===== src/design/mspa_pkg.sv =====
// ----------------------------------------------------------------------------
// Multi-size pool allocator package
// Word types, status and mode codes, register indexes.
// ----------------------------------------------------------------------------
package mspa_pkg;

  localparam int SIZE_W    = 9;
  localparam int OFF_W     = 10;
  localparam int CFG_W     = 9;
  localparam int IDX_W     = 3;
  localparam int DIV_STEPS = 9;
  localparam int REG_CLASSES = 4;

  localparam logic [CFG_W-1:0] BLOCK_RESET = 9'd256;

  localparam logic [IDX_W-1:0] REG_BLOCK_BYTES = 3'd0;
  localparam logic [IDX_W-1:0] REG_CLASS_A     = 3'd1;
  localparam logic [IDX_W-1:0] REG_CLASS_B     = 3'd2;
  localparam logic [IDX_W-1:0] REG_CLASS_C     = 3'd3;
  localparam logic [IDX_W-1:0] REG_CLASS_D     = 3'd4;

  localparam logic MODE_ALLOC = 1'b0;
  localparam logic MODE_FREE  = 1'b1;

  localparam logic [1:0] STATUS_OK       = 2'd0;
  localparam logic [1:0] STATUS_NO_CLASS = 2'd1;
  localparam logic [1:0] STATUS_FULL     = 2'd2;
  localparam logic [1:0] STATUS_RANGE    = 2'd3;

  typedef struct packed {
    logic              mode;
    logic [SIZE_W-1:0] request_size;
    logic [OFF_W-1:0]  free_offset;
  } in_t;

  typedef struct packed {
    logic [1:0]       status;
    logic [OFF_W-1:0] slot_offset;
  } out_t;

endpackage


===== src/design/multi_size_pool_allocator_top.sv =====
// ----------------------------------------------------------------------------
// Multi-size pool allocator
// Used map of a pool split into size-class regions; allocate and free.
// ----------------------------------------------------------------------------
// After reset the block is busy while it clears the used map, one mark per cycle.
// Each word then holds busy high while the region layout is rebuilt for it by
// one shared 9-step restoring divider, one class at a time. A free walks every
// class and then clears its mark in the used map if the offset is in range; an
// allocate with no matching class walks every class; a matching allocate walks
// the classes up to the matching one, then probes slots in the used-map RAM
// (one read issued per cycle). The result is shown on result for the single
// cycle that done is high and cannot be held off; start is taken in any cycle
// where busy is low, that cycle included.
module multi_size_pool_allocator_top #(
  parameter int MAX_BLOCK_BYTES = 256,
  parameter int NUM_CLASSES     = 4
) (
  input  logic                          clk,
  input  logic                          rst,
  input  logic                          start,
  output logic                          busy,
  input  mspa_pkg::in_t                 item,
  output logic                          done,
  output mspa_pkg::out_t                result,
  input  logic                          cfg_we,
  input  logic [mspa_pkg::IDX_W-1:0]    cfg_index,
  input  logic [mspa_pkg::CFG_W-1:0]    cfg_data
);

  localparam int POOL_BYTES = NUM_CLASSES * MAX_BLOCK_BYTES;
  localparam int AW  = (POOL_BYTES > 1) ? $clog2(POOL_BYTES) : 1;
  localparam int PW  = $clog2(POOL_BYTES + 1);
  localparam int XW  = (PW > mspa_pkg::OFF_W) ? PW : mspa_pkg::OFF_W;
  localparam int CW  = $clog2(NUM_CLASSES + 1);
  localparam int CIW = (NUM_CLASSES > 1) ? $clog2(NUM_CLASSES) : 1;
  localparam int SW  = mspa_pkg::SIZE_W;

  typedef enum logic [2:0] {S_CLEAR, S_IDLE, S_DIV, S_CLASS, S_SCAN, S_FREE} state_t;

  state_t          state;
  logic [SW-1:0]   block_bytes;
  logic [SW-1:0]   class_size [2**CIW];

  logic            req_mode;
  logic [SW-1:0]   req_size;
  logic [mspa_pkg::OFF_W-1:0] req_off;
  logic [CW-1:0]   cls;
  logic [SW-1:0]   dvd;
  logic [SW-1:0]   rem;
  logic [3:0]      step;
  logic [PW-1:0]   acc;
  logic [PW-1:0]   scan_pos;
  logic [SW:0]     scan_i;
  logic [SW-1:0]   scan_len;
  logic [SW-1:0]   scan_sz;
  logic            pend_valid;
  logic [PW-1:0]   pend_pos;
  logic [AW-1:0]   clr_addr;

  logic [SW-1:0]   b_eff;
  logic [SW-1:0]   sz;
  logic [SW:0]     rem_sh;
  logic [SW:0]     rem_next;
  logic [SW-1:0]   len;
  logic [PW-1:0]   acc_next;
  logic            last_cls;
  logic            match;
  logic            issue;
  logic            hit;
  logic [XW-1:0]   off_x;
  logic            in_range;

  logic            ram_we;
  logic [AW-1:0]   ram_waddr;
  logic            ram_wdata;
  logic            ram_rdata;

  assign busy = (state != S_IDLE);

  always_ff @(posedge clk) begin
    if (rst) begin
      block_bytes <= mspa_pkg::BLOCK_RESET;
      for (int k = 0; k < 2**CIW; k++) begin
        class_size[k] <= '0;
      end
    end else if (cfg_we) begin
      if (cfg_index == mspa_pkg::REG_BLOCK_BYTES) begin
        block_bytes <= cfg_data;
      end
      for (int k = 0; k < NUM_CLASSES && k < mspa_pkg::REG_CLASSES; k++) begin
        if (cfg_index == mspa_pkg::IDX_W'(k + 1)) begin
          class_size[k] <= cfg_data;
        end
      end
    end
  end

  assign b_eff    = (int'(block_bytes) > MAX_BLOCK_BYTES) ? SW'(MAX_BLOCK_BYTES)
                                                          : block_bytes;
  assign sz       = class_size[cls[CIW-1:0]];
  assign rem_sh   = {rem, dvd[SW-1]};
  assign rem_next = (rem_sh >= {1'b0, sz}) ? (rem_sh - {1'b0, sz}) : rem_sh;
  assign len      = (sz == '0) ? '0 : (b_eff - rem);
  assign acc_next = acc + PW'(len);
  assign last_cls = (cls == CW'(NUM_CLASSES - 1));
  assign match    = (req_size != '0) && (sz == req_size);
  assign issue    = (state == S_SCAN) && (scan_i < {1'b0, scan_len});
  assign hit      = pend_valid && !ram_rdata;
  assign off_x    = XW'(req_off);
  assign in_range = (off_x < XW'(acc)) && (off_x < XW'(POOL_BYTES));

  always_comb begin
    ram_we    = 1'b0;
    ram_waddr = clr_addr;
    ram_wdata = 1'b0;
    unique case (state)
      S_CLEAR: begin
        ram_we = 1'b1;
      end
      S_SCAN: begin
        ram_we    = hit;
        ram_waddr = pend_pos[AW-1:0];
        ram_wdata = 1'b1;
      end
      S_FREE: begin
        ram_we    = in_range;
        ram_waddr = off_x[AW-1:0];
      end
      default: begin
      end
    endcase
  end

  mspa_ram #(
    .WIDTH (1),
    .DEPTH (POOL_BYTES)
  ) u_used_map (
    .clk   (clk),
    .we    (ram_we),
    .waddr (ram_waddr),
    .wdata (ram_wdata),
    .raddr (scan_pos[AW-1:0]),
    .rdata (ram_rdata)
  );

  always_ff @(posedge clk) begin
    if (rst) begin
      state    <= S_CLEAR;
      clr_addr <= '0;
      done     <= 1'b0;
    end else begin
      unique case (state)
        S_CLEAR: begin
          if (clr_addr == AW'(POOL_BYTES - 1)) begin
            state <= S_IDLE;
          end else begin
            clr_addr <= clr_addr + 1'b1;
          end
        end
        S_IDLE: begin
          done <= 1'b0;
          if (start) begin
            req_mode <= item.mode;
            req_size <= item.request_size;
            req_off  <= item.free_offset;
            cls      <= '0;
            acc      <= '0;
            dvd      <= b_eff;
            rem      <= '0;
            step     <= '0;
            state    <= S_DIV;
          end
        end
        S_DIV: begin
          rem  <= rem_next[SW-1:0];
          dvd  <= dvd << 1;
          step <= step + 1'b1;
          if (step == 4'(mspa_pkg::DIV_STEPS - 1)) begin
            state <= S_CLASS;
          end
        end
        S_CLASS: begin
          dvd  <= b_eff;
          rem  <= '0;
          step <= '0;
          cls  <= cls + 1'b1;
          if (req_mode == mspa_pkg::MODE_FREE) begin
            acc   <= acc_next;
            state <= last_cls ? S_FREE : S_DIV;
          end else if (match) begin
            scan_pos   <= acc;
            scan_i     <= '0;
            scan_len   <= len;
            scan_sz    <= sz;
            pend_valid <= 1'b0;
            state      <= S_SCAN;
          end else begin
            acc <= acc_next;
            if (last_cls) begin
              result.status      <= mspa_pkg::STATUS_NO_CLASS;
              result.slot_offset <= '0;
              done               <= 1'b1;
              state              <= S_IDLE;
            end else begin
              state <= S_DIV;
            end
          end
        end
        S_SCAN: begin
          pend_valid <= issue;
          pend_pos   <= scan_pos;
          if (issue) begin
            scan_pos <= scan_pos + PW'(scan_sz);
            scan_i   <= scan_i + {1'b0, scan_sz};
          end
          if (hit) begin
            result.status      <= mspa_pkg::STATUS_OK;
            result.slot_offset <= mspa_pkg::OFF_W'(XW'(pend_pos));
            done               <= 1'b1;
            state              <= S_IDLE;
          end else if (!issue) begin
            result.status      <= mspa_pkg::STATUS_FULL;
            result.slot_offset <= '0;
            done               <= 1'b1;
            state              <= S_IDLE;
          end
        end
        S_FREE: begin
          result.status      <= in_range ? mspa_pkg::STATUS_OK : mspa_pkg::STATUS_RANGE;
          result.slot_offset <= '0;
          done               <= 1'b1;
          state              <= S_IDLE;
        end
        default: begin
          done  <= 1'b0;
          state <= S_IDLE;
        end
      endcase
    end
  end

endmodule


===== src/design/mspa_ram.sv =====
// ----------------------------------------------------------------------------
// Multi-size pool allocator generic RAM
// One write port, one read port, registered read data.
// ----------------------------------------------------------------------------
module mspa_ram #(
  parameter int WIDTH = 1,
  parameter int DEPTH = 1024
) (
  input  logic                                    clk,
  input  logic                                    we,
  input  logic [((DEPTH > 1) ? $clog2(DEPTH) : 1)-1:0] waddr,
  input  logic [WIDTH-1:0]                        wdata,
  input  logic [((DEPTH > 1) ? $clog2(DEPTH) : 1)-1:0] raddr,
  output logic [WIDTH-1:0]                        rdata
);

  logic [WIDTH-1:0] mem [DEPTH];

  always_ff @(posedge clk) begin
    if (we) begin
      mem[waddr] <= wdata;
    end
    rdata <= mem[raddr];
  end

endmodule


===== config.mk =====
export PLATFORM = sky130hd
export DESIGN_NAME = multi_size_pool_allocator_top
export DESIGN_NICKNAME = d
export VERILOG_FILES = /design/src/design/mspa_pkg.sv /design/src/design/multi_size_pool_allocator_top.sv /design/src/design/mspa_ram.sv
export SDC_FILE = /design/constraint.sdc
export NUM_CORES = 2
export LEC_CHECK = 0
export BUFFER_PORTS_ARGS = -buffer_cell sky130_fd_sc_hd__buf_4
export CORE_MARGIN = 5
export CORE_UTILIZATION = 45
export DETAILED_ROUTE_END_ITERATION = 8
export HOLD_SLACK_MARGIN = 0.02
export MAX_ROUTING_LAYER = met4
export PLACE_DENSITY = 0.67
export SYNTH_ARGS = -nofsm -noshare
export SYNTH_HDL_FRONTEND = slang
export SYNTH_SLANG_ARGS = --single-unit

===== constraint.sdc =====
create_clock -name clk -period 18.42 [get_ports clk]
set_clock_uncertainty 0.1 [all_clocks]
set_input_delay 0 -clock clk [delete_from_list [all_inputs] [get_ports clk]]
set_output_delay 0 -clock clk [all_outputs]
set_load 0.03 [all_outputs]

======== Yosys cells after proc, flatten, opt, wreduce, memory -nomap -nowiden ========
Memory sizes are Yosys's and may differ from the RTL's. A register that Yosys moved wholly into a read port is not among the register bits.
Cells that the tools add are included.
storage, ports and cells
  word-level logic and storage cells ...... 171
  input bits .............................. 36
  RAM bits ................................ 1060
  register bits ........................... 141
  memories ................................ 2
  output and inout port bits .............. 14
memory list
  name            depth  bits a word  read ports  clocked after Yosys merged registers in  wr ports  RTL line                             RTL
  u_used_map.mem  1024   1            1           1                                        1         mspa_ram.sv:17                       logic [WIDTH-1:0] mem [DEPTH];
  class_size      4      9            1           1                                        4         multi_size_pool_allocator_top.sv:42  logic [SW-1:0] class_size [2**CIW];
cells by class
  reductions and logical operators ........ 27
  bitwise operators ....................... 8
  mux-type cells .......................... 77
  eq/ne operators ......................... 24
  $add $sub $neg .......................... 8
  magnitude comparators ................... 5
operators by type and width
  operator                                               count
  two-way mux 9 bit                                      9
  two-way mux 11 bit                                     6
  two-way mux 12 bit                                     5
  case mux 9 bit (3 select lines)                        2
  case mux 11 bit (2 select lines)                       2
  case mux 10 bit (2 select lines)                       2
  case mux 12 bit (3 select lines)                       1
  two-way mux 10 bit                                     3
  two-way mux 1 bit                                      28
  two-way mux 3 bit                                      9
  adder 11 x 9 -> 11 bit                                 2
  subtractor 9 bit                                       2
  inequality test 2 bit (second input constant)          8
  AND reduction 4 bit                                    4
  equality test 3 x 2 -> 1 bit (second input constant)   5
  case mux 3 bit (5 select lines)                        1
  case mux 4 bit (3 select lines)                        1
  < comparator 10 x 11 -> 1 bit                          1
  < comparator 10 x 11 -> 1 bit (second input constant)  1
  adder 10 x 1 -> 10 bit (second input constant)         1
  adder 10 x 9 -> 10 bit                                 1
  equality test 10 bit (second input constant)           1
  greater-or-equal comparator 10 x 9 -> 1 bit            1
  < comparator 10 x 9 -> 1 bit                           1
  other kinds (29)                                       52

======== Longest topological paths before layout ========
  word-level depth ........................ 8
  mapped depth ............................ 18
  gate-level depth less buffers ........... 17

======== Hierarchy ========
A second synthesis with hierarchy kept.
unflattened totals
  cell total of the unflattened synthesis .. 3972
  area, all modules ....................... 54287.1 um^2
by module, submodules not included
  module                         cells an instance  area each (um^2)  instances
  mspa_ram                       3112               44656.6           1
  multi_size_pool_allocator_top  860                9630.5            1

======== Worst setup path before layout ========
No wires, ideal clock.
  path type ............................... reg-to-reg
  start ................................... reg state[0]
  end ..................................... mem u_used_map.mem[0], data pin
  setup slack ............................. 4.282 ns
  library setup time ...................... 2.500 ns
  arrival ................................. 11.539 ns
  cell stages (with the launch flop) ...... 4
  path through ............................ dfxtp_1 nor2_1 nand2_1 inv_1
between the ends
  word-level cells in the longest chain between the ends .. 2
RTL lines
  element                 RTL line                              RTL
  start, declared         multi_size_pool_allocator_top.sv:40   state_t state;
  start signal, assigned  multi_size_pool_allocator_top.sv:189  state <= last_cls ? S_FREE : S_DIV;
  equality test 3 bit     multi_size_pool_allocator_top.sv:116  unique case (state)
  two-way mux 1 bit       multi_size_pool_allocator_top.sv:116
  via ram_wdata           multi_size_pool_allocator_top.sv:75   logic ram_wdata;
  end, declared           mspa_ram.sv:17
The timed path passes the listed nets, and every way through them passes these cells.

======== Worst setup path in the final report ========
  start ................................... reg req_off[8] (netlist bit)
  end ..................................... mem u_used_map.mem[55] (enable)
between the ends
  word-level cells in the longest chain between the ends .. 5
  elaborated cells between the ends (all ways) .. 7
  classes of those cells .................. order compare (2); mux (4); reduce/logical (1)
RTL lines
  element                                  RTL line                              RTL
  start, declared                          multi_size_pool_allocator_top.sv:46   logic [mspa_pkg::OFF_W-1:0] req_off;
  start signal, assigned                   multi_size_pool_allocator_top.sv:165  req_off <= item.free_offset;
  < comparator 10 x 11 -> 1 bit            multi_size_pool_allocator_top.sv:110  assign in_range = (off_x < XW'(acc)) && (off_x < XW'(POOL_BYTES));
  logical AND 1 bit                        multi_size_pool_allocator_top.sv:110
  case mux 1 bit (3 select lines)          multi_size_pool_allocator_top.sv:116
  two-way mux 1 bit                        mspa_ram.sv:20                        if (we) begin
  two-way mux 1 bit (not written as such)  mspa_ram.sv:21                        mem[waddr] <= wdata;
Several ways; a longest one is shown, not always the timed one.

==> results.cfg <==
[worst_setup_path]
cp-endpoint = u_used_map.mem[55]$_DFFE_PP_
cp_slowest_cell = buf_4
crit_type = reg2reg
crit_path_max_incr_delay_ps = 900
r2r_cells = 12
reg2reg_to = u_used_map.mem[55]$_DFFE_PP_
worstSetupStartpointType = flop
cp_cell_sequence = ha_1 > o21ai_0 > nand2b_1 > a21oi_1 > nor3_1 > nand2_1 > a31oi_4 > buf_12 > buf_4 > buf_4 > buf_4 > nor3_1
crit_start = req_off[8]$_DFFE_PP_
endpoint_kind = flop
crit_required_ps = 18750
reg2reg_from = req_off[8]$_DFFE_PP_
arrival_ps = 6020
r2r_slack_ps = 12730
crit_top_cell = buf_4
crit_fanout = 235

[finish]
mostFrequentLayoutCell = edfxtp_1
fin_area_um2 = 61700
layout_common_cells = edfxtp_1, nor3_1, mux4_2
post_route_cells_drive_above_1_share = 0.147
multiInputGateArea_um2 = 17600
fin_nets = 4046
ff_latch_area_um2 = 35900
area_growth_pct = 11.2
fillers = 10200
antenna_cells = 0

[synthesis]
async_flop_share = 0
synth-seq-cells = 1203
synth_cell_type_count = 71
syn-num-nets = 4130
synth.area.top_cells = edfxtp_1, nor3_1, mux4_2, clkbuf_1, ha_1
netlist.top_cell.by_area = edfxtp_1
synth_flop_cell = edfxtp_1
synthesis.area_um2 = 55400
synth.avg_cell_area_um2 = 13.8
synth_edf_count = 1177
synth_cells = 4023
synth_top_area_frac = 0.638
ys_seq_area_frac = 0.647
ys_warn_count = 0

[die]
core_area_um2 = 122000
fp.dieArea_um2 = 130000
pin_count = 50
initial_core_util = 0.454
fp-row-count = 128
die_w_um = 361
die-height_um = 361

[timing]
hold_viol = 0
finalSetupViolations = 0
rsz0062_at_grt = no
post-route-period-util = 0.309
min_period_ps = 5690
worstMarginPinSlew_ps = 1300
tns_ps = 0
max_freq_mhz = 176
slew_violations = 0
slew-limit-headroom = 0.132

[clock_network]
post-cts-setup-buffer-count = 0
clk_pin_slew_ps = 60
cts-root-buf = clkbuf_16
clock_sinks = 1203
numCtsBuffers = 121
cts_tree = done
clock_latency_ps = 740
htreeDepth = 3
clockBufferDepth = 3

[global_routing]
gr-total-overflow = 0
grt_pass1_vias = 35100
grt_pass1_wl_um = 229000
grt_max_degree = 257
grt.total_usage = 0.238
grt_antenna_before_repair = 4

[place]
place.gp.congestion = 0.838
portBuffers = 49
place_area_um2 = 56800
hpwl_um = 81200

[hold_path]
hp-class = in2reg

[job]
drv.max_cap_violation_count = 0

[outcome]
status = finished, final reports clean

[detailed_routing]
vias = 36100
drt_first_iter_violations = 5188
viasPerCell = 6.37
wl_per_cell_um = 27.1
route.detailed.drc = 0
antenna_left = 0
dr.pass1.iters = 5
wirelength_um = 154000

[pwr]
peakVddDrop_uv = 92.2
cellLeakagePower_nw = 17.0
p_per_area_nw_per_um2 = 102
[registers in the layout, indices dropped and copies added, names as in the netlist, 3 cells and up, named ones only]
| signal | cells |
|---|---|
| acc | 11 |
| scan_len | 9 |
| pend_pos | 10 |
| class_size | 36 |
| scan_i | 10 |
| cls | 3 |
| u_used_map.mem | 1024 |
| result | 12 |
| block_bytes | 9 |
| scan_pos | 10 |
| scan_sz | 9 |
| req_size | 9 |
| step | 4 |
| dvd | 9 |
| clr_addr | 10 |
| req_off | 10 |
| state | 3 |
| rem | 9 |
[worst min-delay path by stage]
stage | start | cells after the start | endpoint | slack [ps]
floorplan | item[19] | 0 | req_mode$_DFFE_PP_ | -1
global route | cfg_data[7] | 3 | class_size[2][7]$_SDFFCE_PN0P_ | 50
global placement | item[10] | 1 | req_size[0]$_DFFE_PP_ | 80
finish | cfg_data[7] | 3 | class_size[0][7]$_SDFFCE_PN0P_ | 50
detailed placement | item[11] | 1 | req_size[1]$_DFFE_PP_ | 80
CTS | cfg_data[1] | 3 | class_size[3][1]$_SDFFCE_PN0P_ | 20
[final cells by class]
cell class,count,area share
sequential,1203,0.582
multi-input combinational,2329,0.285
clock buffer,145,0.0515
tap,1625,0.0330
timing repair buffer,213,0.0304
clock inverter,83,0.0143
inverter,71,0.00444
[routing by layer]
layer,vias to the layer above,GRT usage,share of wire
met5,-,-,0
met4,0,0.0718,0.031
met3,291,0.0390,0.11
met2,2007,0.365,0.47
met1,18400,0.329,0.40
li1,15400,-,-
[critical path: cells and delay by family (launching register included)]
kind | cells | cell delay (ps)
buf+inv | 4 | 3130
flops | 1 | 400
fa+ha+maj | 1 | 320
simple gates | 4 | 650
compound gates | 3 | 400
[where the power goes]
part | switching (mW) | internal [mW]
combinational | 0.589 | 0.127
clock | 1.08 | 1.45
sequential | 0.0175 | 2.99
total | 1.68 | 4.58
[synthesized netlist by cell type (10+ instances only)]
| cell type | instances |
|---|---|
| buf_6 | 18 |
| o22ai_1 | 26 |
| a21o_1 | 16 |
| xor2_1 | 20 |
| nor4_1 | 10 |
| nand3_1 | 35 |
| buf_4 | 18 |
| and3_1 | 10 |
| edfxtp_1 | 1177 |
| nor2_1 | 107 |
| o21ai_0 | 55 |
| clkbuf_1 | 279 |
| nand4_1 | 12 |
| buf_1 | 35 |
| xnor2_1 | 31 |
| nand2_1 | 203 |
| ha_1 | 66 |
| a22oi_1 | 52 |
| dfxtp_1 | 26 |
| inv_1 | 70 |
| a21oi_1 | 68 |
| a211oi_1 | 23 |
| buf_2 | 69 |
| and2_1 | 54 |
| mux4_2 | 235 |
| mux2i_1 | 82 |
| nor2b_1 | 17 |
| nand2b_1 | 16 |
| nor3_1 | 1072 |
[repair_timing]
item,4_1_cts,5_1_grt
hold endpoints to repair,175,0
hold buffers,80,0
resized for setup,0,0
[through the flow]
stage                     setup slack (ps)  power, mW   util  hold WS [ps]  cells
final                                12730       6.26  0.505          47.6   5669
after global routing                 12390       6.46  0.505          47.2   5669
after CTS                            12860       6.27  0.505          20.3   5669
after detailed placement             12890       3.76  0.466          79.5   5361
after global placement               12970       3.76  0.466          79.7   5361
after floorplan                       4280       3.58      -         -1.13   4023
[cells by family after synthesis]
group                      after synthesis  share of synthesized area
and+or+nand+nor                       1561                      0.138
muxes                                  327                      0.114
AOI/OAI and AO/OA                      319                     0.0379
DFF                                   1203                      0.647
adders and majority gates               71                     0.0167
buffers and inverters                  491                     0.0387
xor gates and xnor gates                51                    0.00806
Power figures use the tool's default switching activity.
